==> config.mk <==
export PLATFORM = sky130hd
export DESIGN_NAME = price_level_fifo_matcher_top
export DESIGN_NICKNAME = d
export VERILOG_FILES = /design/src/hw/rtl/plfm_pkg.sv /design/src/hw/rtl/plfm_dp.sv /design/src/hw/rtl/plfm_ctrl.sv /design/src/hw/rtl/price_level_fifo_matcher_top.sv
export SDC_FILE = /design/constraint.sdc
export NUM_CORES = 2
export LEC_CHECK = 0
export BUFFER_PORTS_ARGS = -buffer_cell sky130_fd_sc_hd__buf_2
export CAP_MARGIN = 20
export CORE_ASPECT_RATIO = 1.5
export CORE_MARGIN = 8
export CORE_UTILIZATION = 65
export CTS_CLUSTER_DIAMETER = 120
export DETAILED_ROUTE_END_ITERATION = 16
export GPL_ROUTABILITY_DRIVEN = 0
export HOLD_SLACK_MARGIN = 0.02
export PLACE_DENSITY_LB_ADDON = 0.12
export SYNTH_ARGS = -nofsm -noshare
export SYNTH_HDL_FRONTEND = slang
export SYNTH_HIERARCHICAL = 1
export SYNTH_SLANG_ARGS = --single-unit
==> constraint.sdc <==
create_clock -name clk -period 44.5 [get_ports clk]
set_input_delay 4.45 -clock clk [delete_from_list [all_inputs] [get_ports clk]]
set_output_delay 4.45 -clock clk [all_outputs]
set_load 0.03 [all_outputs]
==> src/hw/rtl/plfm_pkg.sv <==
// Shared types, codes and constants for the price level FIFO matcher.
package plfm_pkg;

  localparam int PLF_QUEUE_DEPTH = 16;
  localparam int MAX_TRADES      = 16;
  localparam int TRD_CNT_W       = 5;
  localparam int TOTAL_W         = 36;
  localparam int IN_TDATA_W      = 136;
  localparam int OUT_TDATA_W     = 264;

  typedef enum logic [1:0] {
    FN_ADD    = 2'd0,
    FN_REMOVE = 2'd1,
    FN_REDUCE = 2'd2,
    FN_MATCH  = 2'd3
  } func_t;

  typedef enum logic [1:0] {
    ST_DONE      = 2'd0,
    ST_NOT_FOUND = 2'd1,
    ST_FULL      = 2'd2,
    ST_TRADE     = 2'd3
  } stat_t;

  typedef enum logic [3:0] {
    S_IDLE,
    S_ADD,
    S_SCAN,
    S_NOTFOUND,
    S_HIT,
    S_SHIFT,
    S_DELFIN,
    S_MATCH,
    S_MFILL
  } state_t;

  typedef enum logic [3:0] {
    OP_NONE,
    OP_LOAD,
    OP_ADD,
    OP_SCAN,
    OP_NOTFOUND,
    OP_DEL_START,
    OP_SHIFT,
    OP_DEL_FIN,
    OP_CUT,
    OP_MEMPTY,
    OP_MREAD,
    OP_MFILL
  } dp_op_t;

  typedef struct packed {
    logic out_free;
    logic scan_hit;
    logic scan_done;
    logic del_sel;
    logic m_empty;
    logic m_last;
  } dp_sts_t;

endpackage

==> src/hw/rtl/plfm_dp.sv <==
// Datapath: order queue memory, pointers, running total and result register.
module plfm_dp import plfm_pkg::*; #(
  parameter int QUEUE_DEPTH = PLF_QUEUE_DEPTH
) (
  input  logic                   clk,
  input  logic                   rst_n,
  input  logic                   cfg_wr_en,
  input  logic [31:0]            cfg_wr_data,
  input  logic [1:0]             in_tuser,
  input  logic [IN_TDATA_W-1:0]  in_tdata,
  input  dp_op_t                 op,
  output dp_sts_t                sts,
  output logic                   out_tvalid,
  input  logic                   out_tready,
  output logic [OUT_TDATA_W-1:0] out_tdata,
  output logic [1:0]             out_tuser,
  output logic                   out_tlast
);

  localparam int PW = (QUEUE_DEPTH > 1) ? $clog2(QUEUE_DEPTH) : 1;
  localparam int CW = $clog2(QUEUE_DEPTH + 1);

  logic [63:0] mem [QUEUE_DEPTH];

  logic [PW-1:0]      head_r, head_nxt;
  logic [CW-1:0]      count_r, count_nxt;
  logic [TOTAL_W-1:0] total_r, total_nxt;
  logic [31:0]        price_r;
  logic               out_vld_r, out_vld_nxt;
  logic               rd_vld_r, rd_vld_nxt;

  logic [CW-1:0]        scan_r, scan_nxt;
  logic [CW-1:0]        rd_idx_r, rd_idx_nxt;
  logic [CW-1:0]        pos_r, pos_nxt;
  logic [31:0]          posq_r, posq_nxt;
  func_t                func_r, func_nxt;
  logic [31:0]          id_r, id_nxt;
  logic [31:0]          left_r, left_nxt;
  logic                 side_r, side_nxt;
  logic [63:0]          time_r, time_nxt;
  logic [TRD_CNT_W-1:0] ntr_r, ntr_nxt;
  logic [63:0]          rd_data_r;

  logic [1:0]         o_st_r, o_st_nxt;
  logic [31:0]        o_taker_r, o_taker_nxt;
  logic [31:0]        o_maker_r, o_maker_nxt;
  logic               o_side_r, o_side_nxt;
  logic [31:0]        o_price_r, o_price_nxt;
  logic [31:0]        o_fill_r, o_fill_nxt;
  logic [63:0]        o_time_r, o_time_nxt;
  logic [31:0]        o_left_r, o_left_nxt;
  logic [TOTAL_W-1:0] o_total_r, o_total_nxt;
  logic               o_last_r, o_last_nxt;

  logic          mem_we, mem_re;
  logic [PW-1:0] mem_waddr, mem_raddr;
  logic [63:0]   mem_wdata;

  logic [31:0] rd_id, rd_qty, fill, qrem, left_after;
  logic        full;

  // Logical queue index to physical slot of the circular buffer.
  function automatic logic [PW-1:0] phys(input logic [PW-1:0] head,
                                         input logic [CW-1:0] idx);
    logic [CW:0] s;
    s = (CW+1)'(head) + (CW+1)'(idx);
    if (s >= (CW+1)'(QUEUE_DEPTH)) begin
      s = s - (CW+1)'(QUEUE_DEPTH);
    end
    return s[PW-1:0];
  endfunction

  assign rd_id      = rd_data_r[63:32];
  assign rd_qty     = rd_data_r[31:0];
  assign fill       = (rd_qty < left_r) ? rd_qty : left_r;
  assign qrem       = rd_qty - fill;
  assign left_after = left_r - fill;
  assign full       = (count_r == CW'(QUEUE_DEPTH));

  assign sts.out_free  = !out_vld_r || out_tready;
  assign sts.scan_hit  = rd_vld_r && (rd_id == id_r);
  assign sts.scan_done = !rd_vld_r && (scan_r >= count_r);
  assign sts.del_sel   = (func_r == FN_REMOVE) || (left_r >= posq_r);
  assign sts.m_empty   = (count_r == '0) || (left_r == '0);
  assign sts.m_last    = (left_after == '0) || ((qrem == '0) && (count_r == CW'(1))) ||
                         (ntr_r == TRD_CNT_W'(MAX_TRADES - 1));

  always_comb begin
    logic       emit;
    logic [1:0] e_st;
    logic [31:0] e_taker, e_maker, e_price, e_fill, e_left;
    logic        e_side, e_last;
    logic [63:0] e_time;

    head_nxt    = head_r;
    count_nxt   = count_r;
    total_nxt   = total_r;
    rd_vld_nxt  = rd_vld_r;
    scan_nxt    = scan_r;
    rd_idx_nxt  = rd_idx_r;
    pos_nxt     = pos_r;
    posq_nxt    = posq_r;
    func_nxt    = func_r;
    id_nxt      = id_r;
    left_nxt    = left_r;
    side_nxt    = side_r;
    time_nxt    = time_r;
    ntr_nxt     = ntr_r;
    mem_we      = 1'b0;
    mem_waddr   = phys(head_r, count_r);
    mem_wdata   = {id_r, left_r};
    mem_re      = 1'b0;
    mem_raddr   = phys(head_r, scan_r);
    emit        = 1'b0;
    e_st        = ST_DONE;
    e_taker     = '0;
    e_maker     = '0;
    e_side      = 1'b0;
    e_price     = '0;
    e_fill      = '0;
    e_time      = '0;
    e_left      = '0;
    e_last      = 1'b1;

    unique case (op)
      OP_LOAD: begin
        func_nxt   = func_t'(in_tuser);
        id_nxt     = in_tdata[31:0];
        left_nxt   = in_tdata[63:32];
        side_nxt   = in_tdata[64];
        time_nxt   = in_tdata[128:65];
        scan_nxt   = '0;
        rd_vld_nxt = 1'b0;
        ntr_nxt    = '0;
      end
      OP_ADD: begin
        emit = 1'b1;
        if (full) begin
          e_st = ST_FULL;
        end else begin
          mem_we    = 1'b1;
          count_nxt = count_r + CW'(1);
          total_nxt = total_r + TOTAL_W'(left_r);
        end
      end
      OP_SCAN: begin
        if (sts.scan_hit) begin
          pos_nxt  = rd_idx_r;
          posq_nxt = rd_qty;
        end else if (scan_r < count_r) begin
          mem_re     = 1'b1;
          rd_idx_nxt = scan_r;
          scan_nxt   = scan_r + CW'(1);
          rd_vld_nxt = 1'b1;
        end else begin
          rd_vld_nxt = 1'b0;
        end
      end
      OP_NOTFOUND: begin
        emit = 1'b1;
        e_st = ST_NOT_FOUND;
      end
      OP_DEL_START: begin
        total_nxt  = total_r - TOTAL_W'(posq_r);
        scan_nxt   = pos_r + CW'(1);
        rd_vld_nxt = 1'b0;
      end
      OP_SHIFT: begin
        // Each entry after the deleted one moves down by one slot.
        if (rd_vld_r) begin
          mem_we    = 1'b1;
          mem_waddr = phys(head_r, rd_idx_r - CW'(1));
          mem_wdata = rd_data_r;
        end
        if (scan_r < count_r) begin
          mem_re     = 1'b1;
          rd_idx_nxt = scan_r;
          scan_nxt   = scan_r + CW'(1);
          rd_vld_nxt = 1'b1;
        end else begin
          rd_vld_nxt = 1'b0;
        end
      end
      OP_DEL_FIN: begin
        count_nxt = count_r - CW'(1);
        emit      = 1'b1;
      end
      OP_CUT: begin
        mem_we    = 1'b1;
        mem_waddr = phys(head_r, pos_r);
        mem_wdata = {id_r, posq_r - left_r};
        total_nxt = total_r - TOTAL_W'(left_r);
        emit      = 1'b1;
      end
      OP_MEMPTY: begin
        emit    = 1'b1;
        e_taker = id_r;
        e_side  = side_r;
        e_left  = left_r;
      end
      OP_MREAD: begin
        mem_re    = 1'b1;
        mem_raddr = head_r;
      end
      OP_MFILL: begin
        // Prefetch the second entry: it is the new head if this one empties.
        mem_re    = 1'b1;
        mem_raddr = phys(head_r, CW'(1));
        total_nxt = total_r - TOTAL_W'(fill);
        left_nxt  = left_after;
        ntr_nxt   = ntr_r + TRD_CNT_W'(1);
        if (qrem == '0) begin
          head_nxt  = phys(head_r, CW'(1));
          count_nxt = count_r - CW'(1);
        end else begin
          mem_we    = 1'b1;
          mem_waddr = head_r;
          mem_wdata = {rd_id, qrem};
        end
        emit    = 1'b1;
        e_st    = ST_TRADE;
        e_taker = id_r;
        e_maker = rd_id;
        e_side  = side_r;
        e_price = price_r;
        e_fill  = fill;
        e_time  = time_r;
        e_left  = left_after;
        e_last  = sts.m_last;
      end
      default: begin
      end
    endcase

    o_st_nxt    = o_st_r;
    o_taker_nxt = o_taker_r;
    o_maker_nxt = o_maker_r;
    o_side_nxt  = o_side_r;
    o_price_nxt = o_price_r;
    o_fill_nxt  = o_fill_r;
    o_time_nxt  = o_time_r;
    o_left_nxt  = o_left_r;
    o_total_nxt = o_total_r;
    o_last_nxt  = o_last_r;
    out_vld_nxt = out_vld_r;
    if (emit) begin
      out_vld_nxt = 1'b1;
      o_st_nxt    = e_st;
      o_taker_nxt = e_taker;
      o_maker_nxt = e_maker;
      o_side_nxt  = e_side;
      o_price_nxt = e_price;
      o_fill_nxt  = e_fill;
      o_time_nxt  = e_time;
      o_left_nxt  = e_left;
      o_total_nxt = total_nxt;
      o_last_nxt  = e_last;
    end else if (out_tready) begin
      out_vld_nxt = 1'b0;
    end
  end

  always_ff @(posedge clk) begin
    if (!rst_n) begin
      head_r    <= '0;
      count_r   <= '0;
      total_r   <= '0;
      price_r   <= '0;
      out_vld_r <= 1'b0;
      rd_vld_r  <= 1'b0;
    end else begin
      head_r    <= head_nxt;
      count_r   <= count_nxt;
      total_r   <= total_nxt;
      out_vld_r <= out_vld_nxt;
      rd_vld_r  <= rd_vld_nxt;
      if (cfg_wr_en) begin
        price_r <= cfg_wr_data;
      end
    end
  end

  always_ff @(posedge clk) begin
    scan_r    <= scan_nxt;
    rd_idx_r  <= rd_idx_nxt;
    pos_r     <= pos_nxt;
    posq_r    <= posq_nxt;
    func_r    <= func_nxt;
    id_r      <= id_nxt;
    left_r    <= left_nxt;
    side_r    <= side_nxt;
    time_r    <= time_nxt;
    ntr_r     <= ntr_nxt;
    o_st_r    <= o_st_nxt;
    o_taker_r <= o_taker_nxt;
    o_maker_r <= o_maker_nxt;
    o_side_r  <= o_side_nxt;
    o_price_r <= o_price_nxt;
    o_fill_r  <= o_fill_nxt;
    o_time_r  <= o_time_nxt;
    o_left_r  <= o_left_nxt;
    o_total_r <= o_total_nxt;
    o_last_r  <= o_last_nxt;
  end

  always_ff @(posedge clk) begin
    if (mem_we) begin
      mem[mem_waddr] <= mem_wdata;
    end
  end

  always_ff @(posedge clk) begin
    if (mem_re) begin
      rd_data_r <= mem[mem_raddr];
    end
  end

  assign out_tvalid = out_vld_r;
  assign out_tuser  = o_st_r;
  assign out_tlast  = o_last_r;
  assign out_tdata  = {3'b000, o_total_r, o_left_r, o_time_r, o_fill_r, o_price_r,
                       o_side_r, o_maker_r, o_taker_r};

endmodule

==> src/hw/rtl/plfm_ctrl.sv <==
// Controller state machine: sequences each request through the datapath.
module plfm_ctrl import plfm_pkg::*; (
  input  logic       clk,
  input  logic       rst_n,
  input  logic       in_tvalid,
  input  logic [1:0] in_tuser,
  output logic       in_tready,
  input  dp_sts_t    sts,
  output dp_op_t     op
);

  state_t state_r, state_nxt;

  always_ff @(posedge clk) begin
    if (!rst_n) begin
      state_r <= S_IDLE;
    end else begin
      state_r <= state_nxt;
    end
  end

  always_comb begin
    state_nxt = state_r;
    op        = OP_NONE;
    in_tready = 1'b0;
    unique case (state_r)
      S_IDLE: begin
        in_tready = 1'b1;
        if (in_tvalid) begin
          op = OP_LOAD;
          unique case (func_t'(in_tuser)) inside
            FN_ADD:             state_nxt = S_ADD;
            FN_REMOVE, FN_REDUCE: state_nxt = S_SCAN;
            FN_MATCH:           state_nxt = S_MATCH;
            default:            state_nxt = S_IDLE;
          endcase
        end
      end
      S_ADD: begin
        if (sts.out_free) begin
          op        = OP_ADD;
          state_nxt = S_IDLE;
        end
      end
      S_SCAN: begin
        op = OP_SCAN;
        if (sts.scan_hit) begin
          state_nxt = S_HIT;
        end else if (sts.scan_done) begin
          state_nxt = S_NOTFOUND;
        end
      end
      S_NOTFOUND: begin
        if (sts.out_free) begin
          op        = OP_NOTFOUND;
          state_nxt = S_IDLE;
        end
      end
      S_HIT: begin
        // A remove, or a cut that covers the entry, deletes it.
        if (sts.del_sel) begin
          op        = OP_DEL_START;
          state_nxt = S_SHIFT;
        end else if (sts.out_free) begin
          op        = OP_CUT;
          state_nxt = S_IDLE;
        end
      end
      S_SHIFT: begin
        op = OP_SHIFT;
        if (sts.scan_done) begin
          state_nxt = S_DELFIN;
        end
      end
      S_DELFIN: begin
        if (sts.out_free) begin
          op        = OP_DEL_FIN;
          state_nxt = S_IDLE;
        end
      end
      S_MATCH: begin
        if (!sts.m_empty) begin
          op        = OP_MREAD;
          state_nxt = S_MFILL;
        end else if (sts.out_free) begin
          op        = OP_MEMPTY;
          state_nxt = S_IDLE;
        end
      end
      S_MFILL: begin
        if (sts.out_free) begin
          op = OP_MFILL;
          if (sts.m_last) begin
            state_nxt = S_IDLE;
          end
        end
      end
      default: begin
        state_nxt = S_IDLE;
      end
    endcase
  end

endmodule

==> src/hw/rtl/price_level_fifo_matcher_top.sv <==
// Add answers as soon as the output is free; remove and reduce scan the queue from the
// head for the id, then cut the entry in place or delete it and shift each later entry
// down; a match reads the head entry before its first trade. Throughput: one request at a
// time; a match then gives one trade per cycle while the output is free, paced by the
// single read port of the queue memory. A new request is taken while a result waits.
// Reset is synchronous and active low; it empties the queue and clears total and price.
module price_level_fifo_matcher_top import plfm_pkg::*; #(
  parameter int QUEUE_DEPTH = PLF_QUEUE_DEPTH
) (
  input  logic                   clk,
  input  logic                   rst_n,
  input  logic                   cfg_wr_en,
  input  logic [31:0]            cfg_wr_data,  // level_price
  input  logic                   in_tvalid,
  output logic                   in_tready,
  // order_id[31:0], qty[63:32], side[64], exec_time[128:65], zero fill above
  input  logic [IN_TDATA_W-1:0]  in_tdata,
  input  logic [1:0]             in_tuser,     // func
  output logic                   out_tvalid,
  input  logic                   out_tready,
  // taker_id[31:0], maker_id[63:32], taker_side[64], trade_price[96:65],
  // fill_qty[128:97], trade_time[192:129], taker_left[224:193],
  // level_total[260:225], zero fill above
  output logic [OUT_TDATA_W-1:0] out_tdata,
  output logic [1:0]             out_tuser,    // status
  output logic                   out_tlast     // last
);

  dp_op_t  op;
  dp_sts_t sts;

  plfm_ctrl u_ctrl (
    .clk       (clk),
    .rst_n     (rst_n),
    .in_tvalid (in_tvalid),
    .in_tuser  (in_tuser),
    .in_tready (in_tready),
    .sts       (sts),
    .op        (op)
  );

  plfm_dp #(
    .QUEUE_DEPTH (QUEUE_DEPTH)
  ) u_dp (
    .clk         (clk),
    .rst_n       (rst_n),
    .cfg_wr_en   (cfg_wr_en),
    .cfg_wr_data (cfg_wr_data),
    .in_tuser    (in_tuser),
    .in_tdata    (in_tdata),
    .op          (op),
    .sts         (sts),
    .out_tvalid  (out_tvalid),
    .out_tready  (out_tready),
    .out_tdata   (out_tdata),
    .out_tuser   (out_tuser),
    .out_tlast   (out_tlast)
  );

`ifndef SYNTHESIS
  // The block works on one request at a time.
  a_busy_after_accept: assert property (@(posedge clk) disable iff (!rst_n)
    (in_tvalid && in_tready) |=> !in_tready)
    else $error("request taken while the previous one is in progress");

  // Only trades come in runs; every other result closes its request.
  a_status_is_last: assert property (@(posedge clk) disable iff (!rst_n)
    (out_tvalid && (out_tuser != ST_TRADE)) |-> out_tlast)
    else $error("non-trade result without last");

  // While idle, the controller issues no datapath work beyond loading a request.
  a_idle_no_work: assert property (@(posedge clk) disable iff (!rst_n)
    in_tready |-> (op == OP_NONE || op == OP_LOAD))
    else $error("datapath work issued while idle");
`endif

endmodule

Word level (Yosys, flattened, before mapping)
Memory sizes are Yosys's and may differ from the RTL's. A register that Yosys moved wholly into a read port is not among the register bits.
Index checks and enable logic that the tools add are counted.
- equal/unequal tests: 35
- reductions and logical operators: 35
- mux-type cells: 65
- order comparisons: 9
- $add $sub $neg: 23
- operators with widths (cell ; count):
    64-bit case mux with 3 select lines ; 1
    36-bit case mux with 4 select lines ; 1
    64-bit 2-to-1 mux ; 2
    32-bit case mux with 2 select lines ; 2
    36-bit by 32-bit subtractor with 36-bit output ; 3
    32-bit logical NOT ; 3
    32-bit subtractor ; 3
    4-bit 2-to-1 mux ; 21
    36-bit by 32-bit adder with 36-bit output ; 1
    36-bit 2-to-1 mux ; 1
    4-bit case mux with 9 select lines ; 1
    32-bit equality test ; 1
    4-bit by 3-bit equality test with 1-bit output (second input constant) ; 8
    32-bit greater-or-equal comparator ; 1
    32-bit < comparator ; 1
    32-bit 2-to-1 mux ; 1
    5-bit 2-to-1 mux ; 6
    4-bit case mux with 7 select lines ; 1
    4-bit by 5-bit adder with 6-bit output ; 4
    6-bit by 5-bit greater-or-equal comparator with 1-bit output (second input constant) ; 4
    5-bit by 1-bit adder with 5-bit output (second input constant) ; 4
    4-bit equality test (second input constant) ; 5
    5-bit case mux with 2 select lines ; 2
    5-bit case mux with 4 select lines ; 1
    41 further kinds ; 89
- memories: 1
- bits in registers: 530
- bits in writable memories: 1024
- memories (memory ; words ; bits a word ; rd ports ; clocked after memory_dff ; wr ports ; RTL line ; text):
    u_dp.mem ; 16 ; 64 ; 1 ; 1 ; 1 ; plfm_dp.sv:23 ; logic [63:0] mem [QUEUE_DEPTH];

Logic depth before layout (Yosys ltp)
- word-level depth: 10
- gate-level depth with buffers: 38
- depth with buffers taken out: 34

Modules after synthesis
Netlist, hierarchy kept.
- by module, submodules not included (module ; times used ; cells each ; area each (um2)):
    plfm_dp ; 1 ; 4836 ; 73010.0
    plfm_ctrl ; 1 ; 83 ; 565.5

Worst setup path after synthesis
OpenSTA, ideal clock, no wires.
- path kind: input -> register
- start: input port out_tready
- end: register u_dp.o_fill_r[0], enable pin
- library setup time: 0.983 ns
- setup slack: 24.879 ns
- data arrival time: 18.638 ns
- path buffers: 1
- data required time: 43.517 ns
- stages: 9
- path through: nand2b_1 clkbuf_1 inv_1 a21oi_1 nor2_1 o32ai_1 nand2b_1 nand2_1 o22ai_1
- elaborated cells on any way between the ends: 18
- classes of those cells: eq/ne: 6; mux: 10; reduce/logical: 2
- RTL lines (item ; RTL line ; text):
    from (decl) ; price_level_fifo_matcher_top.sv:20 ; input logic out_tready,
    1-bit logical OR * ; plfm_dp.sv:80 ; assign sts.out_free = !out_vld_r || out_tready;
    4-bit 2-to-1 mux (tied with other cells) ; plfm_ctrl.sv:91 ; if (sts.out_free) begin
    4-bit case mux with 9 select lines * ; plfm_ctrl.sv:26 ; unique case (state_r)
    via op[1] ; price_level_fifo_matcher_top.sv:29 ; dp_op_t op;
    4-bit by 3-bit equality test with 1-bit output (tied with other cells) ; plfm_dp.sv:125 ; unique case (op)
    6-bit OR reduction (no line) * ; n/a ;
    1-bit 2-to-1 mux * ; plfm_dp.sv:125 ;
    to (signal assigned) ; plfm_dp.sv:299 ; o_fill_r <= o_fill_nxt;
    to (decl) ; plfm_dp.sv:49 ; logic [31:0] o_fill_r, o_fill_nxt;
The timed path passes the listed nets; every way through them passes the cells marked *.
A chain may end at the register's enable or synchronous reset.

Final worst setup path
- start: register u_dp.left_r[1]
- end: memory u_dp.mem[8][9], enable pin
- longest elaborated chain between the ends: 8
- elaborated cells on any way between the ends: 21
- classes of those cells: add/sub: 1; order compare: 2; eq/ne: 4; mux: 10; reduce/logical: 4
- ends and longest elaborated chain (item ; RTL line ; text):
    from (decl) ; plfm_dp.sv:38 ; logic [31:0] left_r, left_nxt;
    from (signal assigned) ; plfm_dp.sv:290 ; left_r <= left_nxt;
    32-bit < comparator * ; plfm_dp.sv:75 ; assign fill = (rd_qty < left_r) ? rd_qty : left_r;
    32-bit 2-to-1 mux * ; plfm_dp.sv:75 ;
    via u_dp.fill[0] ; plfm_dp.sv:59 ; logic [31:0] rd_id, rd_qty, fill, qrem, left_after;
    32-bit subtractor * ; plfm_dp.sv:76 ; assign qrem = rd_qty - fill;
    32-bit logical NOT * ; plfm_dp.sv:212 ; if (qrem == '0) begin
    1-bit 2-to-1 mux ; plfm_dp.sv:212 ;
    1-bit case mux with 4 select lines ; plfm_dp.sv:125 ;
    1-bit 2-to-1 mux ; plfm_dp.sv:307 ; if (mem_we) begin
    1-bit 2-to-1 mux (implied by the code) ; plfm_dp.sv:308 ; mem[mem_waddr] <= mem_wdata;
    to (decl) ; plfm_dp.sv:23 ;
Marks and branches as above.

==> results.md <==
- The unique cell type count in the Yosys netlist is 89.
- The main flop type after synthesis is sky130_fd_sc_hd__edfxtp_1.
- The slowest stage of the critical path is the sky130_fd_sc_hd__nand2_1 cell.
- The data arrival time at the worst-slack endpoint is 11,900 ps.
- On the critical path the largest part of the delay comes from simple AND/OR/NAND/NOR gates.
- The flow ran to the end, and the final reports show no timing, DRC or antenna violations.
- The number of sinks on the clock net is 1,618.
- The area used by sequential logic in the layout is 0.0478 mm^2.
- The number of maximum-capacitance violations is 0.
- The quantity of hold-fixing buffers added after cts is 0.
- In this design, the stage delay of the slowest critical-path cell is 760 ps.
- The share of synthesized area in the top cell type comes to 62.6%.
- After the first detailed-routing iteration, the DRC count stood at 4,512.
- Once detailed placement completed, the half-perimeter wirelength came to 119,000 um.
- The average instance in the mapped netlist occupies 15.0 um^2.
- The total vias in the final route is 45,900.
- The mapped netlist covers 0.0736 mm^2.
- The first global-routing pass estimated 282,000 um of wire.
- The internal power contribution is 4.02 mW.
- The final design instance area without fill is 0.0825 mm^2.
- By instance count, the cell type seen most on the critical path is sky130_fd_sc_hd__buf_4.
- Based on the critical path, the design can be clocked at up to 0.0869 GHz.
- The routed via count divided by cell count is 6.62.
- The number of setup violations in the final report is 0.
- The x dimension of the die is 291 um.
- The synthesized design contains 1,535 enable-type register cells.
- The final hold violation count is 0.
- The clock group share of total power is 18.6%.
- The clock transition at the register clock pins on the worst setup and hold paths after CTS is 70 ps.
- In this run the critical register-to-register path is captured at u_dp/mem[8][9]$_DFFE_PP_.
- The number of buffers inserted during clock tree synthesis is 144.
- In the routed design, unresolved DRC markers number 0.
- The routed design has 192,000 um of wire.
- The pre-antenna-repair detailed-routing pass consisted of 6 iterations.
- The total core area is 0.113 mm^2.
- Counting instances, the worst hold path has a depth of 0.
- Setup repair after global routing left no endpoint under its margin.
- The post-CTS resize count is 0.
- The part of the cycle the worst path needs is 25.9%.
- Cells with a size suffix above 1 make up 20.1% of the layout.
- Sorting the synthesized cells by area gives the leading types as sky130_fd_sc_hd__edfxtp_1 (63%), sky130_fd_sc_hd__mux4_2 (7.8%), sky130_fd_sc_hd__ha_1 (3.7%).
- STA classifies the critical path endpoint as a flop.
- The die is 428 um tall.
- The overall global routing resource usage is 30.0%.
- The number of levels the H-tree was split into is 4.
- Setup slack on the critical path of the routed design comes to 32,990 ps.
- During placement, the flow inserted port buffers numbering 433.
- The CTS tree is done.
- The number of buffers between clock root and the deepest sink is 3.
- After filler insertion, the fill cell instance count of the layout stands at 7,107.
- The initial core utilization is 65.3%.
- Dividing total power by cell area gives a power density of 82.6 mW/mm^2.
- STA classifies the critical path startpoint as a flop.
- The total negative setup slack is 0 ps.
- The number of max-slew violations in the final report was 0.
- For this design the top-level I/O count stands at 444.
- The share of the yosys chip area belonging to registers is 64.9%.
- The critical path contains buffers and inverters numbering 5 combined.
- The sequential share of power is 35.6%.
- The number of placement rows is 151.
- The worst hold path begins at u_dp/rd_idx_r[4]$_DFFE_PP_.
- The reg-to-reg setup timing slack is 32,990 ps.
- Combinational cells account for 45.8% of the total power.
- The via count of the first global-routing pass is 46,300.
- In this run the clock root is driven by a sky130_fd_sc_hd__clkbuf_16.
- At the worst endpoint, the required time is 44,890 ps.
- The final worst clock skew is 32.6 ps.
- The area taken by multi-input logic gates is 0.0247 mm^2.
- Dividing the detail-routed wire length by the instance count gives 27.6 um.
- The antenna violation net count after detailed routing is 0.
- After technology mapping, the gate count stands at 4,919.
- For this run the aggregate overflow at the end of global routing stands at 0.
- The area enclosed by the die boundary is 0.124 mm^2.
- The number of antenna violations at the first check in global routing is 5.
- In this run the worst path has a maximum fanout of 34.
- In this run the power spent charging and discharging nets is 2.80 mW.
- At the pin with the least slew margin, the transition time is 1320 ps.
- The area growth from synthesis to layout is 12.1%.
- Subtracting the final worst setup slack from the clock period gives 11,510 ps.
- The path category of the worst min-delay check is reg2reg.
- The later-pin clock latency in the skew report is 790 ps.
- The final-stage net count is 5,770.
- The pre-CTS setup slack is 32,870 ps.
- The placed instances occupy a cell area of 0.0776 mm^2.
- The category of the most critical setup path is reg2reg.
- The share of synthesized flip-flops with an asynchronous set or reset is 0%.
- In this run, synthesis produced a sequential element count of 1,618.
- Measured against its own limit, the worst slew margin works out to 12.2%.
- Buffers added to address setup during post-CTS repair amount to 0.
- The peak supply drop is 0.0571 mV.
- Entering global routing, the biggest net connects 175 pins.
- Summed over all cells, the static leakage comes to 30.0 nW.
- The startpoint identified for the worst register-to-register timing path is u_dp/left_r[1]$_DFFE_PP_.
- Net switching is 41.0% of the power.
- The number of warnings printed during yosys synthesis is 6.
- The worst min-delay path endpoint is u_dp/pos_r[4]$_DFFE_PP_.
- Counting cells, the worst reg-to-reg path comes to 25.
- The biggest area contributor in the post-synthesis netlist is sky130_fd_sc_hd__edfxtp_1.
## sequential cells by signal (all words and copies together) (netlist names), 36 cells and up
register / count
u_dp/time_r: 64
u_dp/mem: 1024
u_dp/rd_data_r: 64
u_dp/total_r: 36
u_dp/o_total_r: 36
u_dp/o_time_r: 64
## power groups by stage
stage	Sequential [mW]	Combinational, mW	Clock [mW]
2_1_floorplan	2.79	1.92	0
3_3_place_gp	2.44	3.00	0
3_5_place_dp	2.45	3.06	0
4_1_cts	2.43	3.08	1.28
5_1_grt	2.45	3.33	1.34
6_report	2.43	3.12	1.26
## cell usage in the layout (no fill, tap or decap), types with 127 or more instances in the layout
master                      synthesis  final
sky130_fd_sc_hd__mux4_2           256    256
sky130_fd_sc_hd__ha_1             217    217
sky130_fd_sc_hd__buf_2             10    433
sky130_fd_sc_hd__and2_1           170    170
sky130_fd_sc_hd__a21oi_1          282    279
sky130_fd_sc_hd__nor2_1           237    233
sky130_fd_sc_hd__a21o_1           127    127
sky130_fd_sc_hd__clkbuf_16          0    148
sky130_fd_sc_hd__mux2i_1          160    160
sky130_fd_sc_hd__edfxtp_1        1535   1535
sky130_fd_sc_hd__nand2_1          245    244
sky130_fd_sc_hd__o21ai_0          148    145
## per-layer routing
layer  vias to the layer above  wire (um)  part of all wire [%]  global-route usage, %
met5                         -          0                     0                      0
met4                         0      11200                   5.8                   16.2
met3                       483      14400                   7.5                   4.88
met2                      2336      97800                    51                   52.3
met1                     22900      68200                    36                   35.7
li1                      20200          -                     -                      -
## final cells by class
| class | instances | share of cell area [%] |
|---|---|---|
| Clock buffer | 173 | 4.61 |
| Sequential cell | 1618 | 57.9 |
| Tap cell | 1453 | 2.20 |
| Inverter | 113 | 0.514 |
| Multi-Input combinational cell | 2955 | 30.0 |
| Timing Repair Buffer | 537 | 3.64 |
| Clock inverter | 81 | 1.14 |
| Antenna cell | 4 | 0.0121 |
## stage by stage
| step | hold slack [ps] | util, % | power (mW) | std cells |
|---|---|---|---|---|
| 2_1_floorplan | 400 | - | 4.71 | 4921 |
| 3_3_place_gp | 402 | 68.9 | 5.44 | 6659 |
| 3_5_place_dp | 406 | 68.9 | 5.51 | 6661 |
| 4_1_cts | 398 | 73.2 | 6.79 | 6915 |
| 5_1_grt | 429 | 73.3 | 7.12 | 6933 |
| 6_report | 389 | 73.3 | 6.82 | 6934 |
## worst max path at each step
stage	from	to	slack, ps	depth (start not counted)
6_report	u_dp/left_r[1]$_DFFE_PP_	u_dp/mem[8][9]$_DFFE_PP_	32990	25
5_1_grt	u_dp/left_r[1]$_DFFE_PP_	u_dp/mem[8][0]$_DFFE_PP_	32750	26
4_1_cts	u_dp/left_r[1]$_DFFE_PP_	u_dp/mem[8][4]$_DFFE_PP_	33320	25
3_5_place_dp	out_tready	u_dp/rd_data_r[52]$_DFFE_PP_	32870	19
3_3_place_gp	out_tready	u_dp/rd_data_r[63]$_DFFE_PP_	32910	19
2_1_floorplan	out_tready	u_dp/o_fill_r[0]$_SDFFCE_PN0P_	24880	9
## cell families after synthesis
family	count (synthesis)	share of synthesized area [%]
adder cells (fa/ha/maj)	226	3.94
flip-flops	1618	64.9
multiplexers	450	10.5
AND/OR/NAND/NOR	1126	7.90
XOR/XNOR	173	2.06
other	1	0.00510
AO/OA/AOI/OAI	977	8.83
buffers and inverters	348	1.83
## synth_stat cells (10+ instances only)
| master | n |
|---|---|
| sky130_fd_sc_hd__edfxtp_1 | 1535 |
| sky130_fd_sc_hd__a21oi_1 | 282 |
| sky130_fd_sc_hd__mux4_2 | 256 |
| sky130_fd_sc_hd__nand2_1 | 245 |
| sky130_fd_sc_hd__nor2_1 | 237 |
| sky130_fd_sc_hd__ha_1 | 217 |
| sky130_fd_sc_hd__clkbuf_1 | 179 |
| sky130_fd_sc_hd__and2_1 | 170 |
| sky130_fd_sc_hd__mux2i_1 | 160 |
| sky130_fd_sc_hd__o21ai_0 | 148 |
| sky130_fd_sc_hd__a21o_1 | 127 |
| sky130_fd_sc_hd__xnor2_1 | 117 |
| sky130_fd_sc_hd__inv_1 | 112 |
| sky130_fd_sc_hd__a211oi_1 | 104 |
| sky130_fd_sc_hd__nor2b_1 | 90 |
| sky130_fd_sc_hd__dfxtp_1 | 83 |
| sky130_fd_sc_hd__and3_1 | 66 |
| sky130_fd_sc_hd__nand3_1 | 58 |
| sky130_fd_sc_hd__nor3_1 | 57 |
| sky130_fd_sc_hd__xor2_1 | 56 |
| sky130_fd_sc_hd__buf_1 | 40 |
| sky130_fd_sc_hd__nand2b_1 | 40 |
| sky130_fd_sc_hd__nor4_1 | 39 |
| sky130_fd_sc_hd__a221oi_1 | 36 |
| sky130_fd_sc_hd__mux2_2 | 34 |
| sky130_fd_sc_hd__nand4_1 | 33 |
| sky130_fd_sc_hd__o21a_1 | 33 |
| sky130_fd_sc_hd__or3_1 | 30 |
| sky130_fd_sc_hd__o211ai_1 | 25 |
| sky130_fd_sc_hd__a31oi_1 | 19 |
| sky130_fd_sc_hd__o21bai_1 | 17 |
| sky130_fd_sc_hd__a22oi_1 | 14 |
| sky130_fd_sc_hd__a221o_1 | 13 |
| sky130_fd_sc_hd__o31ai_1 | 13 |
| sky130_fd_sc_hd__o22ai_1 | 12 |
| sky130_fd_sc_hd__a211o_1 | 11 |
| sky130_fd_sc_hd__a21boi_0 | 11 |
| sky130_fd_sc_hd__a2bb2oi_1 | 11 |
| sky130_fd_sc_hd__buf_2 | 10 |
| sky130_fd_sc_hd__o221ai_1 | 10 |
Power figures use the tool's default switching activity.
